===== src/rtl/ppmd_pkg.sv =====
package ppmd_pkg;

    // Timer handler codes: what the one-shot timeout runs when it expires
    localparam logic [1:0] ARM_NONE = 2'd0;
    localparam logic [1:0] ARM_RISE = 2'd1;
    localparam logic [1:0] ARM_FALL = 2'd2;

    // Configuration register indexes
    localparam logic [2:0] REG_HEALTHY_MIN = 3'd0;
    localparam logic [2:0] REG_HEALTHY_MAX = 3'd1;
    localparam logic [2:0] REG_SYNC_GAP    = 3'd2;
    localparam logic [2:0] REG_MAX_TIMEOUT = 3'd3;
    localparam logic [2:0] REG_CLAMP_MIN   = 3'd4;
    localparam logic [2:0] REG_CLAMP_MAX   = 3'd5;
    localparam logic [2:0] REG_LOW_LIMIT   = 3'd6;
    localparam logic [2:0] REG_HIGH_LIMIT  = 3'd7;

    localparam logic [15:0] SAT16 = 16'hFFFF;

    typedef struct packed {
        logic [2:0]  reg_index;
        logic [15:0] wr_data;
    } t_cfg_wr;

    typedef struct packed {
        logic       pin_level;
        logic [3:0] query_channel;
    } t_in_item;

    typedef struct packed {
        logic [15:0] channel_value;
        logic        is_low;
        logic        is_center;
        logic        is_high;
        logic        frame_valid;
        logic [15:0] period_us;
        logic        frame_committed;
    } t_out_item;

    typedef struct packed {
        logic [15:0] healthy_min_us;
        logic [15:0] healthy_max_us;
        logic [15:0] sync_gap_us;
        logic [15:0] max_timeout_us;
        logic [15:0] clamp_min_us;
        logic [15:0] clamp_max_us;
        logic [15:0] low_limit_us;
        logic [15:0] high_limit_us;
    } t_cfg_regs;

    localparam t_cfg_regs CFG_RESET = '{
        healthy_min_us: 16'd900,
        healthy_max_us: 16'd2100,
        sync_gap_us:    16'd3000,
        max_timeout_us: 16'd5000,
        clamp_min_us:   16'd1000,
        clamp_max_us:   16'd2000,
        low_limit_us:   16'd1250,
        high_limit_us:  16'd1750
    };

    // Clamped channel value and its classification
    typedef struct packed {
        logic [15:0] value;
        logic        is_low;
        logic        is_center;
        logic        is_high;
    } t_query_res;

    function automatic logic [15:0] sat_inc16(input logic [15:0] v);
        sat_inc16 = (v == SAT16) ? SAT16 : v + 16'd1;
    endfunction

endpackage


===== src/rtl/ppmd_if.sv =====
interface ppmd_cfg_if;
    logic              valid;
    logic              ready;
    ppmd_pkg::t_cfg_wr payload;

    modport source (output valid, output payload, input ready);
    modport sink   (input valid, input payload, output ready);
endinterface

interface ppmd_in_if;
    logic               valid;
    logic               ready;
    ppmd_pkg::t_in_item payload;

    modport source (output valid, output payload, input ready);
    modport sink   (input valid, input payload, output ready);
endinterface

interface ppmd_out_if;
    logic                valid;
    logic                ready;
    ppmd_pkg::t_out_item payload;

    modport source (output valid, output payload, input ready);
    modport sink   (input valid, input payload, output ready);
endinterface


===== src/rtl/ppmd_query.sv =====
module ppmd_query (
    input  logic                 i_in_range,
    input  logic [15:0]          i_raw,
    input  ppmd_pkg::t_cfg_regs  i_cfg,
    output ppmd_pkg::t_query_res o_res
);

    logic [15:0] clamped;

    // Clamp lower bound first, as the limits may be inverted
    always_comb begin
        if (!i_in_range) begin
            clamped = 16'd0;
        end else if (i_raw < i_cfg.clamp_min_us) begin
            clamped = i_cfg.clamp_min_us;
        end else if (i_raw > i_cfg.clamp_max_us) begin
            clamped = i_cfg.clamp_max_us;
        end else begin
            clamped = i_raw;
        end
    end

    assign o_res.value     = clamped;
    assign o_res.is_low    = (clamped < i_cfg.low_limit_us);
    assign o_res.is_center = (i_cfg.low_limit_us < clamped) && (clamped < i_cfg.high_limit_us);
    assign o_res.is_high   = (i_cfg.high_limit_us < clamped);

endmodule


===== src/rtl/ppm_frame_decoder.sv =====
// PPM frame decoder: one receiver pin sample per transaction on i_in, taken
// as one microsecond tick, with a channel index to report.
// i_cfg writes the eight 16-bit limit registers (index 0..7); it is always
// ready and should be used only while no tick is in flight.
// i_in carries pin_level and query_channel. Each accepted tick advances the
// edge timers, measures high pulses, files them into capture slots and
// commits a full healthy frame. o_out returns one result per tick: the
// queried committed channel clamped and classified, the sticky valid flag,
// the last frame period and a commit strobe.
// The result of a tick is in the output register on the edge after acceptance.
// Throughput is one tick per cycle while o_out is not stalled, set by the
// single state update between the input handshake and the output register.
// When the receiver stalls o_out, the output register holds and i_in stops
// accepting until the result is taken; a tick may be accepted on the same
// edge that the held result leaves.
// Reset (i_rst_n low at a rising edge) restores the register defaults,
// clears timers, slot counter, committed slots, valid flag and period, and
// empties the output register.
module ppm_frame_decoder #(
    parameter int NUM_CHANNELS = 8
) (
    input  logic              i_clk,
    input  logic              i_rst_n,
    ppmd_cfg_if.sink          i_cfg,
    ppmd_in_if.sink           i_in,
    ppmd_out_if.source        o_out
);

    localparam int SLOT_W = (NUM_CHANNELS > 1) ? $clog2(NUM_CHANNELS) : 1;
    localparam int CNT_W  = $clog2(NUM_CHANNELS + 1);
    localparam logic [CNT_W-1:0] SLOT_COUNT = CNT_W'(NUM_CHANNELS);
    localparam logic [4:0]       QUERY_LIMIT = 5'(NUM_CHANNELS);

    // ---------------------------------------------------------------
    // Configuration registers
    // ---------------------------------------------------------------
    ppmd_pkg::t_cfg_regs r_cfg;

    assign i_cfg.ready = 1'b1;

    always_ff @(posedge i_clk) begin
        if (!i_rst_n) begin
            r_cfg <= ppmd_pkg::CFG_RESET;
        end else if (i_cfg.valid) begin
            unique case (i_cfg.payload.reg_index)
                ppmd_pkg::REG_HEALTHY_MIN: r_cfg.healthy_min_us <= i_cfg.payload.wr_data;
                ppmd_pkg::REG_HEALTHY_MAX: r_cfg.healthy_max_us <= i_cfg.payload.wr_data;
                ppmd_pkg::REG_SYNC_GAP:    r_cfg.sync_gap_us    <= i_cfg.payload.wr_data;
                ppmd_pkg::REG_MAX_TIMEOUT: r_cfg.max_timeout_us <= i_cfg.payload.wr_data;
                ppmd_pkg::REG_CLAMP_MIN:   r_cfg.clamp_min_us   <= i_cfg.payload.wr_data;
                ppmd_pkg::REG_CLAMP_MAX:   r_cfg.clamp_max_us   <= i_cfg.payload.wr_data;
                ppmd_pkg::REG_LOW_LIMIT:   r_cfg.low_limit_us   <= i_cfg.payload.wr_data;
                ppmd_pkg::REG_HIGH_LIMIT:  r_cfg.high_limit_us  <= i_cfg.payload.wr_data;
            endcase
        end
    end

    // ---------------------------------------------------------------
    // Decoder state
    // ---------------------------------------------------------------
    logic [15:0]      r_since_rise, n_since_rise;
    logic [15:0]      r_timeout_cnt, n_timeout_cnt;
    logic [1:0]       r_pending, n_pending;
    logic             r_last_pin;
    logic [CNT_W-1:0] r_slot_idx, n_slot_idx;
    logic             r_healthy, n_healthy;
    logic             r_valid_flag, n_valid_flag;
    logic [15:0]      r_period, n_period;
    logic [15:0]      r_since_commit, n_since_commit;
    logic [15:0]      r_capture [NUM_CHANNELS];
    logic [15:0]      r_committed [NUM_CHANNELS];

    logic             r_out_valid;
    ppmd_pkg::t_out_item r_out;

    logic             in_acc;
    logic             pin;
    logic             armed;
    logic             rise_edge;
    logic             fall_edge;
    logic             expired;
    logic             do_rise;
    logic             do_fall;
    logic [15:0]      sr_inc;
    logic [15:0]      tc_inc;
    logic             pulse_kept;
    logic             new_frame;
    logic             cap_wr;
    logic             commit;
    logic             q_in_range;
    logic [15:0]      q_raw;
    ppmd_pkg::t_query_res q_res;

    // A new tick can enter whenever the output register is empty or draining
    assign i_in.ready = !r_out_valid || o_out.ready;
    assign in_acc     = i_in.valid && i_in.ready;
    assign pin        = i_in.payload.pin_level;

    assign sr_inc    = ppmd_pkg::sat_inc16(r_since_rise);
    assign armed     = (r_pending == ppmd_pkg::ARM_RISE) || (r_pending == ppmd_pkg::ARM_FALL);
    assign rise_edge = pin && !r_last_pin;
    assign fall_edge = !pin && r_last_pin;

    assign tc_inc  = armed ? ppmd_pkg::sat_inc16(r_timeout_cnt) : r_timeout_cnt;
    assign expired = armed && (tc_inc >= r_cfg.max_timeout_us);

    // An edge wins over an expiring timeout; the timeout runs the armed handler
    assign do_rise = rise_edge
                  || (!rise_edge && !fall_edge && expired && r_pending == ppmd_pkg::ARM_RISE);
    assign do_fall = fall_edge
                  || (!rise_edge && !fall_edge && expired && r_pending == ppmd_pkg::ARM_FALL);

    // Pulse filing: the measured pulse is the advanced rise counter
    assign pulse_kept = sr_inc < r_cfg.max_timeout_us;
    assign new_frame  = (sr_inc > r_cfg.sync_gap_us) || (r_slot_idx >= SLOT_COUNT);
    assign cap_wr     = do_fall && pulse_kept && !new_frame;

    always_comb begin
        n_since_rise   = sr_inc;
        n_since_commit = ppmd_pkg::sat_inc16(r_since_commit);
        n_timeout_cnt  = tc_inc;
        n_pending      = r_pending;
        n_slot_idx     = r_slot_idx;
        n_healthy      = r_healthy;
        n_valid_flag   = r_valid_flag;
        n_period       = r_period;
        commit         = 1'b0;
        if (do_rise) begin
            n_since_rise  = 16'd0;
            n_pending     = ppmd_pkg::ARM_FALL;
            n_timeout_cnt = 16'd0;
        end
        if (do_fall) begin
            if (pulse_kept) begin
                if (new_frame) begin
                    n_slot_idx = '0;
                    n_healthy  = 1'b1;
                end else begin
                    if (sr_inc < r_cfg.healthy_min_us || sr_inc > r_cfg.healthy_max_us) begin
                        n_healthy = 1'b0;
                    end
                    n_slot_idx = r_slot_idx + CNT_W'(1);
                    if (n_slot_idx == SLOT_COUNT && n_healthy) begin
                        commit         = 1'b1;
                        n_valid_flag   = 1'b1;
                        n_period       = n_since_commit;
                        n_since_commit = 16'd0;
                    end
                end
            end
            n_pending     = ppmd_pkg::ARM_RISE;
            n_timeout_cnt = 16'd0;
        end
    end

    always_ff @(posedge i_clk) begin
        if (!i_rst_n) begin
            r_since_rise   <= 16'd0;
            r_since_commit <= 16'd0;
            r_timeout_cnt  <= 16'd0;
            r_pending      <= ppmd_pkg::ARM_NONE;
            r_last_pin     <= 1'b0;
            r_slot_idx     <= '0;
            r_healthy      <= 1'b1;
            r_valid_flag   <= 1'b0;
            r_period       <= 16'd0;
        end else if (in_acc) begin
            r_since_rise   <= n_since_rise;
            r_since_commit <= n_since_commit;
            r_timeout_cnt  <= n_timeout_cnt;
            r_pending      <= n_pending;
            r_last_pin     <= pin;
            r_slot_idx     <= n_slot_idx;
            r_healthy      <= n_healthy;
            r_valid_flag   <= n_valid_flag;
            r_period       <= n_period;
        end
    end

    // Capture slots hold no reset: a commit needs every slot filled first
    always_ff @(posedge i_clk) begin
        if (in_acc && cap_wr) begin
            r_capture[r_slot_idx[SLOT_W-1:0]] <= sr_inc;
        end
    end

    // Commit copies the frame; the last slot comes straight from this pulse
    for (genvar g = 0; g < NUM_CHANNELS; g++) begin : g_commit
        always_ff @(posedge i_clk) begin
            if (!i_rst_n) begin
                r_committed[g] <= 16'd0;
            end else if (in_acc && commit) begin
                r_committed[g] <= (g == NUM_CHANNELS - 1) ? sr_inc : r_capture[g];
            end
        end
    end

    // ---------------------------------------------------------------
    // Query: report the committed value as it stands after this tick
    // ---------------------------------------------------------------
    assign q_in_range = {1'b0, i_in.payload.query_channel} < QUERY_LIMIT;

    always_comb begin
        if (!q_in_range) begin
            q_raw = 16'd0;
        end else if (commit && {1'b0, i_in.payload.query_channel} == QUERY_LIMIT - 5'd1) begin
            q_raw = sr_inc;
        end else if (commit) begin
            q_raw = r_capture[i_in.payload.query_channel[SLOT_W-1:0]];
        end else begin
            q_raw = r_committed[i_in.payload.query_channel[SLOT_W-1:0]];
        end
    end

    ppmd_query u_query (
        .i_in_range (q_in_range),
        .i_raw      (q_raw),
        .i_cfg      (r_cfg),
        .o_res      (q_res)
    );

    // ---------------------------------------------------------------
    // Output register: hold while the receiver stalls
    // ---------------------------------------------------------------
    always_ff @(posedge i_clk) begin
        if (!i_rst_n) begin
            r_out_valid <= 1'b0;
        end else if (in_acc) begin
            r_out_valid <= 1'b1;
        end else if (o_out.ready) begin
            r_out_valid <= 1'b0;
        end
    end

    always_ff @(posedge i_clk) begin
        if (in_acc) begin
            r_out.channel_value   <= q_res.value;
            r_out.is_low          <= q_res.is_low;
            r_out.is_center       <= q_res.is_center;
            r_out.is_high         <= q_res.is_high;
            r_out.frame_valid     <= n_valid_flag;
            r_out.period_us       <= n_period;
            r_out.frame_committed <= commit;
        end
    end

    assign o_out.valid   = r_out_valid;
    assign o_out.payload = r_out;

    // ---------------------------------------------------------------
    // Assertions
    // ---------------------------------------------------------------
    a_commit_sets_valid : assert property (@(posedge i_clk) disable iff (!i_rst_n)
        (o_out.valid && o_out.payload.frame_committed) |-> o_out.payload.frame_valid)
        else $error("committed frame reported without valid flag");

    a_slot_bound : assert property (@(posedge i_clk) disable iff (!i_rst_n)
        r_slot_idx <= SLOT_COUNT)
        else $error("slot index beyond channel count");

    a_commit_fills : assert property (@(posedge i_clk) disable iff (!i_rst_n)
        (in_acc && commit) |=> (r_slot_idx == SLOT_COUNT && r_since_commit == 16'd0))
        else $error("commit without a full frame");

    a_tick_result : assert property (@(posedge i_clk) disable iff (!i_rst_n)
        in_acc |=> r_out_valid)
        else $error("accepted tick produced no result");

endmodule

===== src/flat_wrapper.sv =====
// flat-port wrapper written by rule: the top's interface ports become plain ports
module ppm_frame_decoder_flat 
#(
    parameter int NUM_CHANNELS = 8
)
  (i_clk, i_rst_n, i_cfg_valid, i_cfg_payload, i_cfg_ready, i_in_valid, i_in_payload, i_in_ready, o_out_valid, o_out_payload, o_out_ready);
  ppmd_cfg_if i_cfg_i ();
  ppmd_in_if i_in_i ();
  ppmd_out_if o_out_i ();
  input  logic i_clk;
  input  logic i_rst_n;
  input wire logic [$bits(i_cfg_i.valid)-1:0] i_cfg_valid;
  input wire logic [$bits(i_cfg_i.payload)-1:0] i_cfg_payload;
  output wire logic [$bits(i_cfg_i.ready)-1:0] i_cfg_ready;
  input wire logic [$bits(i_in_i.valid)-1:0] i_in_valid;
  input wire logic [$bits(i_in_i.payload)-1:0] i_in_payload;
  output wire logic [$bits(i_in_i.ready)-1:0] i_in_ready;
  output wire logic [$bits(o_out_i.valid)-1:0] o_out_valid;
  output wire logic [$bits(o_out_i.payload)-1:0] o_out_payload;
  input wire logic [$bits(o_out_i.ready)-1:0] o_out_ready;
  assign i_cfg_i.valid = i_cfg_valid;
  assign i_cfg_i.payload = i_cfg_payload;
  assign i_cfg_ready = i_cfg_i.ready;
  assign i_in_i.valid = i_in_valid;
  assign i_in_i.payload = i_in_payload;
  assign i_in_ready = i_in_i.ready;
  assign o_out_valid = o_out_i.valid;
  assign o_out_payload = o_out_i.payload;
  assign o_out_i.ready = o_out_ready;
  ppm_frame_decoder #(.NUM_CHANNELS(NUM_CHANNELS)) u_core (.i_clk(i_clk), .i_rst_n(i_rst_n), .i_cfg(i_cfg_i), .i_in(i_in_i), .o_out(o_out_i));
endmodule

===== config.mk =====
export PLATFORM = sky130hd
export DESIGN_NAME = ppm_frame_decoder_flat
export DESIGN_NICKNAME = d
export VERILOG_FILES = /design/src/rtl/ppmd_pkg.sv /design/src/rtl/ppmd_if.sv /design/src/rtl/ppmd_query.sv /design/src/rtl/ppm_frame_decoder.sv /design/src/flat_wrapper.sv
export SDC_FILE = /design/constraint.sdc
export NUM_CORES = 1
export LEC_CHECK = 0
export ABC_AREA = 1
export BUFFER_PORTS_ARGS = -buffer_cell sky130_fd_sc_hd__buf_2
export CAP_MARGIN = 20
export CORE_ASPECT_RATIO = 0.6
export CORE_MARGIN = 10
export CORE_UTILIZATION = 35
export DETAILED_ROUTE_END_ITERATION = 8
export PLACE_DENSITY = 0.46
export SETUP_SLACK_MARGIN = 0.3
export SLEW_MARGIN = 20
export SYNTH_ARGS = -nofsm -noshare
export SYNTH_HDL_FRONTEND = slang
export SYNTH_SLANG_ARGS = --single-unit

===== constraint.sdc =====
create_clock -name i_clk -period 7.55 [get_ports i_clk]
set_input_delay 0.755 -clock i_clk [delete_from_list [all_inputs] [get_ports i_clk]]
set_output_delay 0.755 -clock i_clk [all_outputs]
set_load 0.005 [all_outputs]

After elaboration in Yosys (flattened, before gate mapping) --
Memories as Yosys holds them, arrays and structs flattened. Index checks and enable logic that the tools add are counted.
Storage, ports and cells: memories 2, memory bits (writable) 256, bits in registers 239, output and inout port bits 40, logic and storage cells 159
Operators by class: $lt $le $gt $ge 13, equal/unequal tests 14, add/sub/neg operators 4, reductions and logical operators 40, bitwise operators 8, muxes and demuxes 53
Memories:
- u_core.r_capture | depth 8, width 16, read ports 8, clocked after memory_dff 0, write ports 1, line ppm_frame_decoder.sv:70 | logic [15:0] r_capture [NUM_CHANNELS];
- u_core.r_committed | depth 8, width 16, read ports 1, clocked after memory_dff 0, write ports 8, line ppm_frame_decoder.sv:71 | logic [15:0] r_committed [NUM_CHANNELS];
Operators by type and width (number):
- two-way mux 16 bit | 29
- < comparator 16 bit | 7
- adder 16 x 1 -> 16 bit (second input constant) | 3
- == test 16 bit (second input constant) | 3
- greater-than comparator 16 bit | 3
- two-way mux 1 bit | 21
- AND reduction 2 bit | 9
- >= comparator 16 bit | 1
- logical AND 1 bit | 15
- == test 3 bit (second input constant) | 4
- bitwise OR 1 bit | 8
- == test 3 x 2 -> 1 bit (second input constant) | 2
- zero test 1 bit | 6
- logical OR 1 bit | 6
- adder 4 x 1 -> 4 bit (second input constant) | 1
- == test 4 x 3 -> 1 bit (second input constant) | 1
- == test 4 bit (second input constant) | 1
- >= comparator 4 bit (second input constant) | 1
- < comparator 4 bit (second input constant) | 1
- two-way mux 2 bit | 2
- two-way mux 4 bit | 1
- nonzero test 2 bit | 2
- == test 3 x 1 -> 1 bit (second input constant) | 1
- zero test 3 bit | 1
- 3 further kinds | 3

Depth between registers and ports, before layout --
depth after elaboration 23, depth in mapped cells 54, gate-level depth less buffers 53

Modules after synthesis --
A second synthesis with hierarchy kept.
Second synthesis, totals: cells, all modules 3014, area total of the unflattened synthesis 26160.1 um^2
By module, submodules not included:
- ppm_frame_decoder | sequential area each 12842.3 um^2, instances 1, cells each 2648, area each 23970.5 um^2
- ppmd_query | sequential area each 0.0 um^2, instances 1, cells each 366, area each 2189.6 um^2

Least setup slack after synthesis --
OpenSTA, ideal clock, no wires.
kind reg2reg, start point reg u_core.r_since_rise[0], end point reg u_core.r_out (netlist bit u_core.o_out.payload[20]), data pin, setup time 0.254 ns, arrival 6.294 ns, slack 1.002 ns, data required time 7.296 ns, stages on the path, launching flop included 47, cell sequence dfxtp_1 > inv_1 > nor2_1 > inv_1 > nor2_1 > nand4_1 > nor2_1 > inv_1 > nor2_1 > inv_1 > nor2_1 > nor2_1 > nor2_1 > inv_1 > ha_1 > nand2_1 > inv_1 > nand3_1 > [11 not listed] > a221oi_1 > ha_1 > nand4_1 > o221a_2 > clkbuf_1 > buf_1 > nand3_1 > nand2_1 > inv_1 > nand2_2 > ha_1 > nand2_1 > inv_1 > nand3_1 > a31oi_1 > a2111oi_0 > nand4_1 > o21a_1
RTL lines:
- start: declaration | line ppm_frame_decoder.sv:61 | logic [15:0] r_since_rise, n_since_rise;
- start signal: assignment | line ppm_frame_decoder.sv:168 | r_since_rise <= n_since_rise;
- end: declaration | line ppm_frame_decoder.sv:74 | ppmd_pkg::t_out_item r_out;

==> summary.md <==
| Metric | Value |
|---|---|
| Top post-synthesis cells by area | `edfxtp_1, dfxtp_1, ha_1` |
| Synth cell types | `51` |
| Crit. End Element | `flip-flop` |
| Syn Nets | `3005` |
| Placed cells | `3829` |
| Kind of critical path | `flip-flop to flip-flop` |
| Leakage | `12.37 nW` |
| Later-pin clock latency in the skew report | `610 ps` |
| Max Cap Viol | `0` |
| Final non-filler cell area | `29960 um2` |
| Initial DRC count | `1837` |
| Synth warn | `0` |
| Post-Synthesis Cells | `2828` |
| Row count | `75` |
| Detailed Place HPWL | `55.70 mm` |
| ANT cells | `0` |
| Nets | `3178` |
| Layout filler cell count | `6847` |
| Worst Path Required | `7980 ps` |
| Post-DR wirelength/cell | `20.56 um` |
| GPL Wtd Cong | `0.9044` |
| Cell taking the most area after synthesis | `edfxtp_1` |
| Layout cells sized above 1 | `18.06%` |
| Cell Area, Synth | `24710 um2` |
| Die area | `81980 um2` |
| Final antenna-violating net count | `0` |
| Global-route wire length before repair | `120.9 mm` |
| Post-synth EDFFs | `293` |
| Crit path launch type | `flip-flop` |
| Share of the synthesized area in the top cell type | `35.61%` |
| Final setup viols | `0` |
| Top post-synthesis cells by count | `nand2_1, inv_1, nor2_1` |
| Reg area | `12850 um2` |
| Avg Cell Area, Syn | `8.738 um2` |
| Initial antenna violation count | `3` |
| Flops & latches, synth | `495` |
| Die W | `363.0 um` |
| Vias/cell | `5.111` |
| Max Clk Rate | `0.1420 GHz` |
| Final worst path period need | `7040 ps` |
| VDD IR-drop max | `149.7 uV` |
| Max Root-Sink Buffers | `3` |
| Ys flop type | `edfxtp_1` |
| Root buf cell | `clkbuf_16` |
| Clock skew | `23.64 ps` |
| Fin cells | `3964` |
| Final Max Tran Viols | `0` |
| IO Port Bufs | `67` |
| Gr ovfl total | `0` |
| Final hold vios | `0` |
| Most frequent cell after synthesis | `nand2_1` |
| Chip Height | `225.8 um` |
| Post-CTS Hold Buffers | `0` |
| Layout area overhead | `21.25%` |
| Drt drc | `0` |
| Max H-tree Level | `2` |
| Initial Util | `35.35%` |
| Period utilization | `93.24%` |
| CTS Buf Count | `49` |
| CP most frequent cell | `buf_12` |
| All-Layer GR Usage | `19.31%` |
| Util after Layout | `42.86%` |
| Hold Path Class | `flip-flop to flip-flop` |
| PwrDens | `212.3 nW/um2` |
| Status | `finished, final reports clean` |
| Vias in the first global route | `19010` |
| DR vias | `20260` |
| Register area share after synthesis | `51.97%` |
| FFs w/ async S/R, synth | `0%` |
| Post-Route WL | `81.49 mm` |
| Slew @ Worst Pin | `1001 ps` |
| Clk sink count | `495` |
| Detailed Routing Iterations Pass 1 | `7` |
| Reg clk slew, reported paths | `70 ps` |
| Core area | `69910 um2` |
| Slew headroom | `32.68%` |
| CP Max Fanout | `11` |
| DP Area | `26900 um2` |
| Critical Path AT | `7470 ps` |
| Multi-input logic area | `10720 um2` |
| Worst path slowest cell | `nand4_1` |
| CTS tree | `done` |
| Largest net degree at the start of global routing | `193` |
| CP max stage delay | `390 ps` |
| Final Hold Slack | `462.9 ps` |
| Unrepaired setup endpoints after global routing | `true` |
| IO Count | `69` |
==> path summary, 6_finish.rpt <==
path,slack (ps),cells after the start,start,end
hold / removal,460,2,u_core.r_cfg[106],u_core.r_cfg[106]
setup reg to reg,510,43,u_core.r_since_rise[0],u_core.o_out.payload[19]
hold reg to reg,460,2,u_core.r_cfg[106],u_core.r_cfg[106]
setup / recovery,510,43,u_core.r_since_rise[0],u_core.o_out.payload[19]
==> layer usage <==
metal	up-vias	GRT usage, %	share of wire (%)
li1	9866	-	-
met1	9721	30.64	52
met2	588	25.38	38
met3	81	5.144	8.4
met4	4	3.470	1.3
met5	-	0	0.033
==> cells in the final DEF, fill, tap and decap left out, types with 33 or more instances in the layout <==
cell type	synthesis	routed
clkbuf_16	0	54
buf_4	2	157
o211ai_1	48	48
nand3_1	133	122
nand2_2	23	38
buf_2	6	65
o21ai_0	254	249
inv_1	401	379
dfxtp_1	202	197
a21oi_1	238	231
nor2_1	337	317
edfxtp_1	293	293
o22ai_1	33	33
ha_1	148	125
nand2_1	402	380
==> cells by family after synthesis <==
kind of cell,after synthesis,synth area share [%]
AND/OR/NAND/NOR,974,16.81
AO/OA/AOI/OAI,638,14.47
buffers and inverters,553,8.572
flip-flops,495,51.97
adder cells (fa/ha/maj),148,7.494
XOR/XNOR,19,0.6734
other,1,0.01518
==> registers in the layout, summed over array words and instances (netlist names), 2 cells and up <==
register / cells
u_core.r_pending: 2
u_core.r_since_commit: 16
u_core.r_committed: 128
u_core.r_period: 16
u_core.o_out.payload: 37
u_core.r_since_rise: 16
u_core.r_cfg: 128
u_core.r_slot_idx: 4
u_core.r_timeout_cnt: 16
u_core.r_capture: 128
==> what timing repair did <==
| item | 4_1_cts | 5_1_grt |
|---|---|---|
| setup endpoints to repair | 3 | 3 |
| buffers inserted | 3 | 37 |
| resized for setup | 21 | 183 |
| pin swaps | 5 | 59 |
| cloned | 0 | 5 |
==> metrics by stage <==
step	worst slack, ps	power, W	setup TNS, ps
3_3_place_gp	-98.92	0.003726	-246.5
4_1_cts	305.8	0.006272	0
5_1_grt	244.4	0.006620	0
6_report	510.0	0.006360	0
2_1_floorplan	1002	0.003417	0
3_5_place_dp	-329.8	0.003730	-829.6
==> cell type report <==
type                    instances  share of cell area, %
clock buffers                  70                  4.665
well taps                     924                  3.859
multi-input cells            1782                  35.76
clock inverters                20                 0.6682
repair buffers                258                  6.916
flip-flops and latches        495                  42.88
inverters                     415                  5.245
==> critical path: cells and delay by family (launching register included) <==
family	cells	cell delay (ps)
and+or+nand+nor	19	2700
DFF	1	340
buffers and inverters	13	1600
AOI/OAI and AO/OA	8	1390
adders and majority gates	3	800
==> power breakdown <==
| part | leakage (nW) | internal (W) | switching (W) |
|---|---|---|---|
| Clock | 0.794 | 0.00142 | 0.00110 |
| Sequential | 4.57 | 0.00293 | 0.0000350 |
| Combinational | 7.01 | 0.000338 | 0.000533 |
| Total | 12.4 | 0.00469 | 0.00167 |
No activity file was read; power rests on OpenSTA's default activity.
